$ cat config.mk
export PLATFORM = sky130hd
export DESIGN_NAME = max_heap_priority_queue_core
export DESIGN_NICKNAME = d
export VERILOG_FILES = /design/src/sv/mhpq_pkg.sv /design/src/sv/mhpq_ram.sv /design/src/sv/mhpq_cell.sv /design/src/sv/max_heap_priority_queue_core.sv
export SDC_FILE = /design/constraint.sdc
export NUM_CORES = 2
export LEC_CHECK = 0
export BUFFER_PORTS_ARGS = -buffer_cell sky130_fd_sc_hd__buf_2
export CAP_MARGIN = 10
export CORE_AREA = 2 2 545 439
export CTS_CLUSTER_SIZE = 16
export DETAILED_ROUTE_END_ITERATION = 8
export DIE_AREA = 0 0 547 441
export PLACE_DENSITY = 0.64
export SLEW_MARGIN = 30
export SYNTH_ARGS = -nofsm -noshare
export SYNTH_HDL_FRONTEND = slang
export SYNTH_SLANG_ARGS = --single-unit
$ cat constraint.sdc
create_clock -name clock -period 21.2 [get_ports clock]
set_clock_uncertainty 0.1 [all_clocks]
set_input_delay 2.12 -clock clock [delete_from_list [all_inputs] [get_ports clock]]
set_output_delay 2.12 -clock clock [all_outputs]
set_load 0.05 [all_outputs]
$ cat src/sv/mhpq_pkg.sv
// ----------------------------------------------------------------------------
// Max-heap priority queue package
// Sizes, beat types and the token that travels down the chain of level cells.
// ----------------------------------------------------------------------------
package mhpq_pkg;

   localparam int CAPACITY    = 64;
   localparam int KEY_BITS    = 16;
   localparam int IN_KEY_BITS = 16;
   localparam int SYM_BITS    = 8;
   localparam int COUNT_BITS  = $clog2(CAPACITY + 1);
   localparam int LEVELS      = COUNT_BITS;
   localparam int LVL_BITS    = $clog2(LEVELS);
   localparam int SLOT_BITS   = COUNT_BITS + 1;

   typedef enum logic {
      OP_INSERT = 1'b0,
      OP_DELETE = 1'b1
   } op_type;

   typedef enum logic [1:0] {
      STATUS_OK    = 2'd0,
      STATUS_EMPTY = 2'd1,
      STATUS_FULL  = 2'd2
   } status_type;

   typedef struct packed {
      op_type                 req_type;
      logic [IN_KEY_BITS-1:0] key;
      logic [SYM_BITS-1:0]    symbol;
   } req_beat_type;

   typedef struct packed {
      status_type             status;
      logic [IN_KEY_BITS-1:0] out_key;
      logic [SYM_BITS-1:0]    out_symbol;
      logic [COUNT_BITS-1:0]  entry_count;
   } rsp_beat_type;

   typedef struct packed {
      logic [KEY_BITS-1:0] key;
      logic [SYM_BITS-1:0] symbol;
   } entry_type;

   typedef struct packed {
      logic                  valid;
      op_type                op;
      logic [COUNT_BITS-1:0] slot;
      logic [COUNT_BITS-1:0] target;
      logic [COUNT_BITS-1:0] route;
      logic                  placed;
      entry_type             carry;
   } token_type;

   typedef struct packed {
      logic                 valid;
      logic [SLOT_BITS-1:0] slot;
   } child_req_type;

   typedef struct packed {
      token_type     tok;
      child_req_type req;
   } down_type;

   typedef struct packed {
      logic                 we;
      logic [SLOT_BITS-1:0] waddr;
      entry_type            wdata;
      logic [SLOT_BITS-1:0] raddr_a;
      logic [SLOT_BITS-1:0] raddr_b;
   } ram_ctl_type;

   function automatic int level_addr_bits(input int lvl);
      int span;
      int need;
      int ab;
      span = 1 << lvl;
      need = ((CAPACITY + 1 - span) < span) ? (CAPACITY + 1 - span) : span;
      ab   = $clog2(need);
      if (ab < 1) begin
         ab = 1;
      end
      return ab;
   endfunction

   function automatic logic [LVL_BITS-1:0] slot_level(input logic [COUNT_BITS-1:0] s);
      logic [LVL_BITS-1:0] lvl;
      lvl = '0;
      for (int i = 0; i < COUNT_BITS; i++) begin
         if (s[i]) begin
            lvl = LVL_BITS'(i);
         end
      end
      return lvl;
   endfunction

endpackage

$ cat src/sv/mhpq_ram.sv
// ----------------------------------------------------------------------------
// Heap level storage
// One write port and two read ports with registered read data.
// ----------------------------------------------------------------------------
module mhpq_ram #(
   parameter int ADDR_BITS = 1,
   parameter int WIDTH     = 8
) (
   input  logic                 clock,
   input  logic                 we,
   input  logic [ADDR_BITS-1:0] waddr,
   input  logic [WIDTH-1:0]     wdata,
   input  logic [ADDR_BITS-1:0] raddr_a,
   input  logic [ADDR_BITS-1:0] raddr_b,
   output logic [WIDTH-1:0]     rdata_a,
   output logic [WIDTH-1:0]     rdata_b
);

   localparam int DEPTH = 1 << ADDR_BITS;

   logic [WIDTH-1:0] mem [DEPTH];
   logic [WIDTH-1:0] rd_a_ff;
   logic [WIDTH-1:0] rd_b_ff;

   always_ff @(posedge clock) begin
      if (we) begin
         mem[waddr] <= wdata;
      end
      rd_a_ff <= mem[raddr_a];
      rd_b_ff <= mem[raddr_b];
   end

   assign rdata_a = rd_a_ff;
   assign rdata_b = rd_b_ff;

endmodule

$ cat src/sv/mhpq_cell.sv
// ----------------------------------------------------------------------------
// Heap level cell
// Holds the sift token for one heap level, decides the swap for that level,
// writes the level storage and hands the token to the next level.
// ----------------------------------------------------------------------------
module mhpq_cell import mhpq_pkg::*; (
   input  logic                  clock,
   input  logic                  reset,
   input  down_type              up,
   input  logic [COUNT_BITS-1:0] fetch_slot,
   input  logic [COUNT_BITS-1:0] fill,
   input  entry_type             own_a,
   input  entry_type             child_a,
   input  entry_type             child_b,
   output down_type              down,
   output ram_ctl_type           ram,
   output logic                  done
);

   token_type            tok_ff;
   token_type            tok_in;
   logic                 rdy_ff;
   logic                 rdy_in;
   logic                 act;
   logic [SLOT_BITS-1:0] lslot;
   logic [SLOT_BITS-1:0] rslot;
   logic [SLOT_BITS-1:0] fill_ext;
   logic                 left_ok;
   logic                 right_ok;
   logic                 pick_right;
   entry_type            pick;
   logic                 final_slot;
   logic                 swap;

   always_comb begin
      tok_in = tok_ff;
      rdy_in = rdy_ff;
      if (up.tok.valid) begin
         tok_in = up.tok;
         rdy_in = 1'b0;
      end else if (tok_ff.valid && !rdy_ff) begin
         rdy_in = 1'b1;
      end else if (tok_ff.valid) begin
         tok_in.valid = 1'b0;
         rdy_in       = 1'b0;
      end
   end

   always_ff @(posedge clock) begin
      if (reset) begin
         tok_ff.valid <= 1'b0;
         rdy_ff       <= 1'b0;
      end else begin
         tok_ff <= tok_in;
         rdy_ff <= rdy_in;
      end
   end

   always_comb begin
      act        = tok_ff.valid && rdy_ff;
      lslot      = {tok_ff.slot, 1'b0};
      rslot      = {tok_ff.slot, 1'b1};
      fill_ext   = {1'b0, fill};
      left_ok    = lslot <= fill_ext;
      right_ok   = rslot <= fill_ext;
      pick_right = right_ok && (child_b.key > child_a.key);
      pick       = pick_right ? child_b : child_a;
      final_slot = tok_ff.slot == tok_ff.target;
      swap       = tok_ff.placed || (own_a.key < tok_ff.carry.key);

      down.tok       = tok_ff;
      down.tok.valid = 1'b0;
      down.req.valid = tok_ff.valid && !rdy_ff && (tok_ff.op == OP_DELETE);
      down.req.slot  = lslot;

      ram.we      = 1'b0;
      ram.waddr   = {1'b0, tok_ff.slot};
      ram.wdata   = tok_ff.carry;
      ram.raddr_a = {1'b0, fetch_slot};
      ram.raddr_b = up.req.slot | SLOT_BITS'(1);
      if (tok_ff.valid && (tok_ff.op == OP_INSERT)) begin
         ram.raddr_a = {1'b0, tok_ff.slot};
      end else if (up.req.valid) begin
         ram.raddr_a = up.req.slot;
      end

      done = 1'b0;

      if (act) begin
         if (tok_ff.op == OP_INSERT) begin
            if (final_slot) begin
               ram.we = 1'b1;
               done   = 1'b1;
            end else begin
               ram.we          = swap;
               down.tok.valid  = 1'b1;
               down.tok.slot   = {tok_ff.slot[COUNT_BITS-2:0], tok_ff.route[COUNT_BITS-1]};
               down.tok.route  = tok_ff.route << 1;
               down.tok.placed = swap;
               if (swap) begin
                  down.tok.carry = own_a;
               end
            end
         end else begin
            ram.we = 1'b1;
            if (left_ok && (pick.key > tok_ff.carry.key)) begin
               ram.wdata      = pick;
               down.tok.valid = 1'b1;
               down.tok.slot  = pick_right ? rslot[COUNT_BITS-1:0] : lslot[COUNT_BITS-1:0];
            end else begin
               done = 1'b1;
            end
         end
      end
   end

endmodule

$ cat src/sv/max_heap_priority_queue_core.sv
// ----------------------------------------------------------------------------
// Max-heap priority queue core
// An insert starts its sift at the root; a delete first fetches the root and
// the last entry, then sifts the last entry down from the root, with a read
// step and a decision step per heap level in the cell chain. A delete that
// empties the heap answers after the root fetch, without a sift. Rejected
// requests (full or empty) answer from the idle state. One request at a time;
// busy stays high until the result beat. Reset empties the heap at once and
// the storage is not cleared. The receiver cannot stall results.
// ----------------------------------------------------------------------------
module max_heap_priority_queue_core import mhpq_pkg::*; (
   input  logic         clock,
   input  logic         reset,
   input  logic         start,
   input  req_beat_type req_data,
   output logic         busy,
   output logic         rsp_valid,
   output rsp_beat_type rsp_data
);

   typedef enum logic [2:0] {
      S_IDLE,
      S_FETCH_ROOT,
      S_FETCH_LAST,
      S_LAST_DATA,
      S_SIFT
   } state_type;

   state_type             state_ff;
   logic [COUNT_BITS-1:0] fill_ff;
   token_type             issue_ff;
   entry_type             out_entry_ff;
   logic                  rsp_valid_ff;
   rsp_beat_type          rsp_ff;

   logic [COUNT_BITS-1:0] new_slot;
   logic [LVL_BITS-1:0]   new_lvl;
   logic [LVL_BITS:0]     shamt;
   logic [COUNT_BITS-1:0] new_route;
   logic [COUNT_BITS-1:0] fetch_slot;
   entry_type             last_entry;
   logic                  sift_done;

   down_type              down_chain [LEVELS+1];
   ram_ctl_type           ram_ctl    [LEVELS];
   entry_type             rd_a       [LEVELS];
   entry_type             rd_b       [LEVELS];
   logic [LEVELS-1:0]     done_vec;

   always_comb begin
      new_slot   = fill_ff + COUNT_BITS'(1);
      new_lvl    = slot_level(new_slot);
      shamt      = (LVL_BITS + 1)'(COUNT_BITS) - {1'b0, new_lvl};
      new_route  = new_slot << shamt;
      fetch_slot = (state_ff == S_FETCH_ROOT) ? COUNT_BITS'(1) : new_slot;
      last_entry = rd_a[new_lvl];
      sift_done  = (|done_vec) || down_chain[LEVELS].tok.valid;
   end

   assign down_chain[0].tok       = issue_ff;
   assign down_chain[0].req.valid = 1'b0;
   assign down_chain[0].req.slot  = '0;

   for (genvar l = 0; l < LEVELS; l++) begin : g_level
      localparam int AB = level_addr_bits(l);

      entry_type child_a;
      entry_type child_b;

      if (l < LEVELS - 1) begin : g_inner
         assign child_a = rd_a[l+1];
         assign child_b = rd_b[l+1];
      end else begin : g_leaf
         assign child_a = '0;
         assign child_b = '0;
      end

      mhpq_cell u_cell (
         .clock      (clock),
         .reset      (reset),
         .up         (down_chain[l]),
         .fetch_slot (fetch_slot),
         .fill       (fill_ff),
         .own_a      (rd_a[l]),
         .child_a    (child_a),
         .child_b    (child_b),
         .down       (down_chain[l+1]),
         .ram        (ram_ctl[l]),
         .done       (done_vec[l])
      );

      mhpq_ram #(
         .ADDR_BITS (AB),
         .WIDTH     ($bits(entry_type))
      ) u_ram (
         .clock   (clock),
         .we      (ram_ctl[l].we),
         .waddr   (ram_ctl[l].waddr[AB-1:0]),
         .wdata   (ram_ctl[l].wdata),
         .raddr_a (ram_ctl[l].raddr_a[AB-1:0]),
         .raddr_b (ram_ctl[l].raddr_b[AB-1:0]),
         .rdata_a (rd_a[l]),
         .rdata_b (rd_b[l])
      );
   end

   always_ff @(posedge clock) begin
      if (reset) begin
         state_ff       <= S_IDLE;
         fill_ff        <= '0;
         issue_ff.valid <= 1'b0;
         rsp_valid_ff   <= 1'b0;
      end else begin
         issue_ff.valid <= 1'b0;
         rsp_valid_ff   <= 1'b0;
         unique case (state_ff)
            S_IDLE: begin
               if (start) begin
                  if (req_data.req_type == OP_INSERT) begin
                     if (fill_ff >= COUNT_BITS'(CAPACITY)) begin
                        rsp_valid_ff       <= 1'b1;
                        rsp_ff.status      <= STATUS_FULL;
                        rsp_ff.out_key     <= '0;
                        rsp_ff.out_symbol  <= '0;
                        rsp_ff.entry_count <= fill_ff;
                     end else begin
                        issue_ff.valid        <= 1'b1;
                        issue_ff.op           <= OP_INSERT;
                        issue_ff.slot         <= COUNT_BITS'(1);
                        issue_ff.target       <= new_slot;
                        issue_ff.route        <= new_route;
                        issue_ff.placed       <= 1'b0;
                        issue_ff.carry.key    <= KEY_BITS'(req_data.key);
                        issue_ff.carry.symbol <= req_data.symbol;
                        fill_ff               <= new_slot;
                        out_entry_ff          <= '0;
                        state_ff              <= S_SIFT;
                     end
                  end else begin
                     if (fill_ff == '0) begin
                        rsp_valid_ff       <= 1'b1;
                        rsp_ff.status      <= STATUS_EMPTY;
                        rsp_ff.out_key     <= '0;
                        rsp_ff.out_symbol  <= '0;
                        rsp_ff.entry_count <= fill_ff;
                     end else begin
                        fill_ff  <= fill_ff - COUNT_BITS'(1);
                        state_ff <= S_FETCH_ROOT;
                     end
                  end
               end
            end
            S_FETCH_ROOT: begin
               state_ff <= S_FETCH_LAST;
            end
            S_FETCH_LAST: begin
               out_entry_ff <= rd_a[0];
               state_ff     <= S_LAST_DATA;
            end
            S_LAST_DATA: begin
               if (fill_ff == '0) begin
                  rsp_valid_ff       <= 1'b1;
                  rsp_ff.status      <= STATUS_OK;
                  rsp_ff.out_key     <= IN_KEY_BITS'(out_entry_ff.key);
                  rsp_ff.out_symbol  <= out_entry_ff.symbol;
                  rsp_ff.entry_count <= fill_ff;
                  state_ff           <= S_IDLE;
               end else begin
                  issue_ff.valid  <= 1'b1;
                  issue_ff.op     <= OP_DELETE;
                  issue_ff.slot   <= COUNT_BITS'(1);
                  issue_ff.target <= '0;
                  issue_ff.route  <= '0;
                  issue_ff.placed <= 1'b0;
                  issue_ff.carry  <= last_entry;
                  state_ff        <= S_SIFT;
               end
            end
            S_SIFT: begin
               if (sift_done) begin
                  rsp_valid_ff       <= 1'b1;
                  rsp_ff.status      <= STATUS_OK;
                  rsp_ff.out_key     <= IN_KEY_BITS'(out_entry_ff.key);
                  rsp_ff.out_symbol  <= out_entry_ff.symbol;
                  rsp_ff.entry_count <= fill_ff;
                  state_ff           <= S_IDLE;
               end
            end
            default: begin
               state_ff <= S_IDLE;
            end
         endcase
      end
   end

   assign busy      = state_ff != S_IDLE;
   assign rsp_valid = rsp_valid_ff;
   assign rsp_data  = rsp_ff;

`ifndef ASSERT_OFF
   a_fill_range: assert property (@(posedge clock) disable iff (reset)
      fill_ff <= COUNT_BITS'(CAPACITY))
      else $error("Entry count exceeds the heap capacity.");

   a_accept_progress: assert property (@(posedge clock) disable iff (reset)
      (start && !busy) |=> (rsp_valid || busy))
      else $error("Accepted request neither answered nor in progress.");

   a_one_done: assert property (@(posedge clock) disable iff (reset)
      $onehot0(done_vec))
      else $error("More than one level cell finished at once.");

   a_done_in_sift: assert property (@(posedge clock) disable iff (reset)
      (|done_vec) |-> (state_ff == S_SIFT))
      else $error("Level cell finished outside of a sift.");

   a_empty_count: assert property (@(posedge clock) disable iff (reset)
      (rsp_valid && (rsp_data.status == STATUS_EMPTY)) |-> (rsp_data.entry_count == '0))
      else $error("Empty status with a nonzero entry count.");

   a_full_count: assert property (@(posedge clock) disable iff (reset)
      (rsp_valid && (rsp_data.status == STATUS_FULL))
      |-> (rsp_data.entry_count == COUNT_BITS'(CAPACITY)))
      else $error("Full status below capacity.");
`endif

endmodule

Word-level counts from Yosys, hierarchy flattened
Memories as Yosys holds them, arrays and structs flattened. A register that Yosys moved wholly into a read port is not among the register bits. Index checks and enable logic that the tools add are counted.

$add $sub $neg: 3. Order comparisons: 35. Eq/ne operators: 30. Shift operators: 1. Multiplexer cells: 255. Bitwise gates (word level): 9. Reduce and logical (&&, ||, !) cells: 88.

Operators by type and width (count): $mux W24 (38); $mux W32 (15); $mux W33 (6); $gt A16 B16 Y1 (12); $mux W48 (4); $mux W7 (27); $mux W1 (136); $lt A16 B16 Y1 (7); $le A8 B7 Y1 (13); $pmux W33 S3 (1); $pmux W48 S2 (1); $mux W25 (3); $bmux W24 S3 (1); $eq A7 B7 Y1 (7); $pmux W24 S2 (1); $logic_and A1 B1 Y1 (40); $mux W3 (13); $ne A2 B2 Y1 const B (15); $reduce_bool A2 Y1 (9); $gt A1 B16 Y1 const A (1); $mux W5 (3); $pmux W3 S5 (1); $reduce_and A2 Y1 (7); $reduce_or A2 Y1 (7); other kinds (25) (53).

Register bits after elaboration: 452. RAM bits: 1584. Input port bits: 28. Memories kept: 7.

Memories: g_level[5].u_ram.mem (words 32, width 24, read ports 2, clocked after memory_dff 2, write ports 1, line mhpq_ram.sv:21) `logic [WIDTH-1:0] mem [DEPTH];`; g_level[4].u_ram.mem (words 16, width 24, read ports 2, clocked after memory_dff 2, write ports 1, line mhpq_ram.sv:21); g_level[3].u_ram.mem (words 8, width 24, read ports 2, clocked after memory_dff 2, write ports 1, line mhpq_ram.sv:21); g_level[2].u_ram.mem (words 4, width 24, read ports 2, clocked after memory_dff 2, write ports 1, line mhpq_ram.sv:21); g_level[0].u_ram.mem (words 2, width 24, read ports 1, clocked after memory_dff 1, write ports 1, line mhpq_ram.sv:21); g_level[1].u_ram.mem (words 2, width 24, read ports 2, clocked after memory_dff 2, write ports 1, line mhpq_ram.sv:21); 1 more memories.

Longest topological paths before layout
Depth in word-level cells: 13. Depth in mapped cells: 21. Depth with buffers taken out: 16.

Modules after synthesis
From an unflattened synthesis, not the netlist that was laid out.

Cell total of the unflattened synthesis: 8502. Area, all modules: 119702.3 um2.

By module, submodules not included: mhpq_ram (g_level[5].u_ram) (instances 1, cells an instance 2608, area an instance 37644.9 um2, sequential area each 24023.0 um2); mhpq_cell (g_level[0].u_cell ...) (instances 4, cells an instance 507, area an instance 4834.6 um2, sequential area each 1451.4 um2); mhpq_ram (g_level[4].u_ram) (instances 1, cells an instance 865, area an instance 18220.0 um2, sequential area each 12492.0 um2); mhpq_ram (g_level[3].u_ram) (instances 1, cells an instance 423, area an instance 9810.7 um2, sequential area each 6726.5 um2); mhpq_ram (g_level[0].u_ram ...) (instances 3, cells an instance 152, area an instance 3208.1 um2, sequential area each 2402.3 um2); mhpq_cell (g_level[5].u_cell ...) (instances 2, cells an instance 429, area an instance 4586.9 um2, sequential area each 1451.4 um2); max_heap_priority_queue_core (instances 1, cells an instance 625, area an instance 6318.6 um2, sequential area each 3153.0 um2); mhpq_ram (g_level[2].u_ram) (instances 1, cells an instance 208, area an instance 5116.2 um2, sequential area each 3843.7 um2); mhpq_cell (g_level[4].u_cell) (instances 1, cells an instance 431, area an instance 4455.5 um2, sequential area each 1451.4 um2).

Worst setup path after synthesis
OpenSTA, ideal clock, no wires.

Path type: register to register. Start: register g_level[1].u_ram.rd_a_ff[9], read port of g_level[1].u_ram.mem. End: register g_level[1].u_cell.tok_ff, in the netlist g_level[1].u_cell.down[1] (enable). Library setup time: 0.439 ns. Data arrival time: 6.146 ns. Path slack: 14.515 ns. Stages on the path, launching flop included: 19. Path buffers: 2. Cells stage by stage: dfxtp_1 > inv_1 > ha_1 > nor2b_1 > o211ai_1 > a21o_1 > a311oi_1 > o31ai_1 > buf_2 > mux2_2 > ha_1 > nor2b_1 > o211ai_1 > a2111oi_0 > o31ai_1 > nor2_1 > clkbuf_1 > nor2_1 > nor2_1.

Word-level cells in the longest chain between the ends: 9.

Ends and longest elaborated chain: start, declared (line mhpq_ram.sv:22) `logic [WIDTH-1:0] rd_a_ff;`; $gt A16 B16 Y1 (line mhpq_cell.sv:66) `pick_right = right_ok && (child_b.key > child_a.key);`; $logic_and A1 B1 Y1 (line mhpq_cell.sv:66); $mux W24 (*) (line mhpq_cell.sv:67) `pick = pick_right ? child_b : child_a;`; $gt A16 B16 Y1 (*) (line mhpq_cell.sv:106) `if (left_ok && (pick.key > tok_ff.carry.key)) begin`; $logic_and A1 B1 Y1 (*) (line mhpq_cell.sv:106); $mux W1 (*) (line mhpq_cell.sv:106); $mux W1 (*) (line mhpq_cell.sv:90) `if (tok_ff.op == OP_INSERT) begin`; $mux W1 (*) (line mhpq_cell.sv:89) `if (act) begin`; $reduce_and A2 Y1 (no source line) (*); end signal, assigned (line mhpq_cell.sv:54) `tok_ff <= tok_in;`; end, declared (line mhpq_cell.sv:20) `token_type tok_ff;`.

Every way passes the cells marked *; elsewhere a longest branch is shown, timed or not. A chain may end at the register's enable or synchronous reset.

Worst setup path in the final report
Start: register fill_ff[6]. End: register g_level[6].u_cell.tok_ff[22] (netlist name) (enable).

Word-level cells in the longest chain between the ends: 9. Elaborated cells on any way between the ends: 10. Classes of those cells: order compare: 3; mux: 4; reduce/logical: 3.

Ends and longest elaborated chain: start, declared (line max_heap_priority_queue_core.sv:30) `logic [COUNT_BITS-1:0] fill_ff;`; start signal, assigned (line max_heap_priority_queue_core.sv:135) `fill_ff <= new_slot;`; start signal, assigned (line max_heap_priority_queue_core.sv:147) `fill_ff <= fill_ff - COUNT_BITS'(1);`; $le A8 B7 Y1 (line mhpq_cell.sv:65) `right_ok = rslot <= fill_ext;`; $logic_and A1 B1 Y1 (line mhpq_cell.sv:66); $mux W24 (line mhpq_cell.sv:67); $gt A16 B16 Y1 (line mhpq_cell.sv:106); $logic_and A1 B1 Y1 (*) (line mhpq_cell.sv:106); $mux W1 (*) (line mhpq_cell.sv:106); $mux W1 (*) (line mhpq_cell.sv:90); $mux W1 (*) (line mhpq_cell.sv:89); $reduce_and A2 Y1 (no source line) (*); end signal, assigned (line mhpq_cell.sv:54); end, declared (line mhpq_cell.sv:20).

Marks and branches as above.

==> flow_metrics.py <==
metrics = {
    "sta": {
        "fmax_ghz": 0.137,
        "final.hold.worst_slack_ps": 252,
        "final_max_slew_viol_count": 0,
        "grt_setup_unrepaired": "no",
        "timing.max_slew.rel_slack_pct": 26.2,
        "final-setup-viol-count": 0,
        "layout_worst_path_cycle_share_pct": 34.5,
        "finalHoldViolations": 0,
        "timing.final.crit_period_ps": 7320,
        "totalNegativeSetupSlack_ps": 0,
        "worst_slew_pin_slew_ps": 1110,
    },
    "clocking": {
        "cts_hold_repair.buffers": 0,
        "insertion_delay_ps": 930,
        "path_clk_slew_ps": 70,
        "buffers_inserted_by_post_cts_timing_repair": 0,
        "clock-root-buffer": "clkbuf_16",
        "cts_max_path_buffers": 4,
        "cts_resized": 0,
        "clock-sinks": 2302,
        "cts-buffers-inserted": 229,
        "htreeDepth": 4,
        "cts_tree": "yes",
    },
    "power": {
        "total_power_mw": 13.7,
        "power_frac_seq_pct": 40.7,
        "power_density_nw_per_um2": 116,
        "cellLeakagePower_nw": 44.3,
        "worst_ir_drop_on_vdd_uv": 105,
        "internal_power_mw": 8.98,
        "share_clk_of_total_power_pct": 30.2,
        "portion_of_total_power_attributed_to_combinational_logic_pct": 29.1,
        "p_sw_share_pct": 34.7,
        "total_switching_power_mw": 4.77,
    },
    "finish": {
        "fin_nets": 7773,
        "syn2layout_area_growth_pct": 12.1,
        "mostFrequentLayoutCell": "edfxtp_1",
        "num-fill-cells": 19700,
        "final_layout_size_suffix_gt1_share_pct": 18.8,
        "final_cell_mix": "edfxtp_1, mux2i_1, mux2_2, nand2_1, ha_1",
    },
    "route": {
        "num_vias": 67400,
        "initialDrtViolationCount": 10500,
        "ant_nets": 0,
        "first_pass_iters": 6,
        "vias_per_cell": 6.26,
        "routed_wirelength_mm": 343,
        "drc_errors": 0,
        "routed_wire_length_per_instance_um": 31.9,
    },
    "placement": {
        "hpwl_mm": 226,
        "gp_congestion": 0.990,
        "port_buffers": 62,
    },
    "floorplanning": {
        "fp.dieW_um": 547,
        "design.portCount": 63,
        "floorplan.rows": 160,
        "floorplan.core_area_um2": 236000,
        "area_enclosed_by_the_die_boundary_um2": 241000,
        "start_util_pct": 44.7,
        "die_h_um": 441,
    },
    "critical_path": {
        "endpoint_kind": "flip-flop",
        "critPathMaxStageDelay_ps": 850,
        "worst-path-max-fanout": 34,
        "worst_path_max_delay_cell": "a21boi_1",
        "cp_data_required_time_ps": 21710,
        "crit_chain": "inv_1 -> ha_1 -> nand4b_4 -> or3_1 -> o22ai_1 -> o31ai_1 -> a21oi_4 -> buf_16 -> mux2i_1 -> ha_1 -> nor2b_1 -> o211ai_1 -> a2111oi_0 -> nor4b_1 -> or3_2 -> buf_4 -> a21boi_1 -> nor2_4 -> buf_4",
        "timing.setup.critical_path_class": "reg2reg",
        "worstSetupStartpointType": "flip-flop",
        "worstPathArrival_ps": 7830,
    },
    "synthesis": {
        "synthesis.yosys.warnings": 0,
        "ys_ff_latch": 2302,
        "syn_inst": 7351,
        "dominantRegCellSynth": "edfxtp_1",
        "synth-async-reset-ratio_pct": 0,
        "syn_nets": 7719,
        "synth.yosys.seq_area_share_pct": 62.3,
        "synth_enable_flop_cells": 1964,
        "syn-mean-instance-area_um2": 14.4,
        "mappedNetlistArea_um2": 106000,
        "synth_cell_type_count": 91,
    },
    "grt": {
        "grt_max_degree": 118,
        "grt_usage_pct": 27.8,
        "antenna_found_initial": 35,
        "grt_remaining_overflow": 0,
        "global_route_wire_length_before_repair_mm": 480,
        "grt_pass1_vias": 63600,
    },
    "job": {
        "max_cap_violations": 0,
    },
    "min_path": {
        "worstHoldPathType": "reg2reg",
    },
    "outcome": {
        "status": "completed",
    },
}
critical path: cells and delay by family (launching register included):
family / cells / cell delay [ps]
adder cells (fa/ha/maj): 2 / 770
AND/OR/NAND/NOR: 6 / 1350
buffers and inverters: 4 / 1580
flip-flops: 1 / 560
AO/OA/AOI/OAI: 6 / 2010
multiplexers: 1 / 560
layout make-up:
cell class                      instances  area [µm²]  area share, %
Sequential cell                      2302       65700           55.6
Multi-Input combinational cell       4351       37800           32.0
Clock buffer                          288        6270           5.30
Tap cell                             3159        3950           3.34
Timing Repair Buffer                  267        2120           1.79
Clock inverter                        136        1380           1.16
Inverter                              254         953          0.806
Antenna cell                           10        25.0         0.0212
kinds of logic after synthesis:
group	count (synthesis)	synth area share [%]
adders and majority gates	340	4.03
xor gates and xnor gates	50	0.422
buffers and inverters	698	2.86
other	1	0.00355
and+or+nand+nor	1486	7.07
DFF	2302	62.3
AOI/OAI and AO/OA	941	6.27
muxes	1533	17.1
worst paths after layout:
path | start | end | slack, ps | cells past startpoint
min | g_level[1].u_ram.mem[1][9] | g_level[1].u_ram.rdata_b[9] | 250 | 0
max | fill_ff[6] | g_level[6].u_cell.tok_ff[22] | 13880 | 19
max reg2reg | fill_ff[6] | g_level[6].u_cell.tok_ff[22] | 13880 | 19
min reg2reg | g_level[1].u_ram.mem[1][9] | g_level[1].u_ram.rdata_b[9] | 250 | 0
power groups by stage:
stage	combinational, mW	sequential, mW	clock, mW
floorplan	2.75	5.35	0
finish	4.00	5.59	4.15
detailed placement	3.90	5.64	0
CTS	3.92	5.55	4.20
global placement	3.83	5.65	0
global route	4.24	5.57	4.37
flip-flops by register name (all words and copies together), names as in the netlist:
register and cells:
rsp_data 33, fill_ff 7, g_level.u_cell.tok_ff 202, state_ff 3, g_level.u_cell.down 89, out_entry_ff 24
rsp_valid 1, g_level.u_ram.mem 1584, g_level.u_ram.rdata_b 144, g_level.u_ram.rdata_a 168, down_chain 40, g_level.u_cell.rdy_ff 7
Yosys cell counts (49+ instances only):
library cell	number	share of area, %
nand3_1	269	1.3
dfxtp_1	338	6.4
buf_2	72	0.34
clkbuf_1	283	1.0
inv_1	252	0.90
o22ai_1	77	0.46
mux2_2	440	4.7
a211oi_1	51	0.36
mux2i_1	925	8.8
mux4_2	168	3.6
a22oi_1	99	0.70
and3_1	71	0.42
nor2b_1	49	0.29
a21o_1	75	0.53
nor3_1	127	0.60
and2_1	104	0.62
a221oi_1	52	0.43
a21oi_1	166	0.79
nand2_1	398	1.4
ha_1	340	4.0
o21ai_0	111	0.53
nor2_1	240	0.85
nand4_1	82	0.49
edfxtp_1	1964	56
metal layers:
metal  global-route usage [%]  routed length, µm  vias up
met1                     40.7             144000    34100
met3                     7.50              41500      660
met5                        0                238        -
li1                         -                  -    28600
met2                     39.6             144000     4078
met4                     9.89              13700       28
through the flow:
stage,area [µm²],cells,setup WS [ps],utilization [%]
6_report,118000,10800,13880,50.1
4_1_cts,118000,10800,13810,50.0
2_1_floorplan,106000,7351,14510,-
3_5_place_dp,110000,10300,13880,46.8
3_3_place_gp,110000,10300,14140,46.6
5_1_grt,118000,10800,13530,50.1
Power figures use the tool's default switching activity.
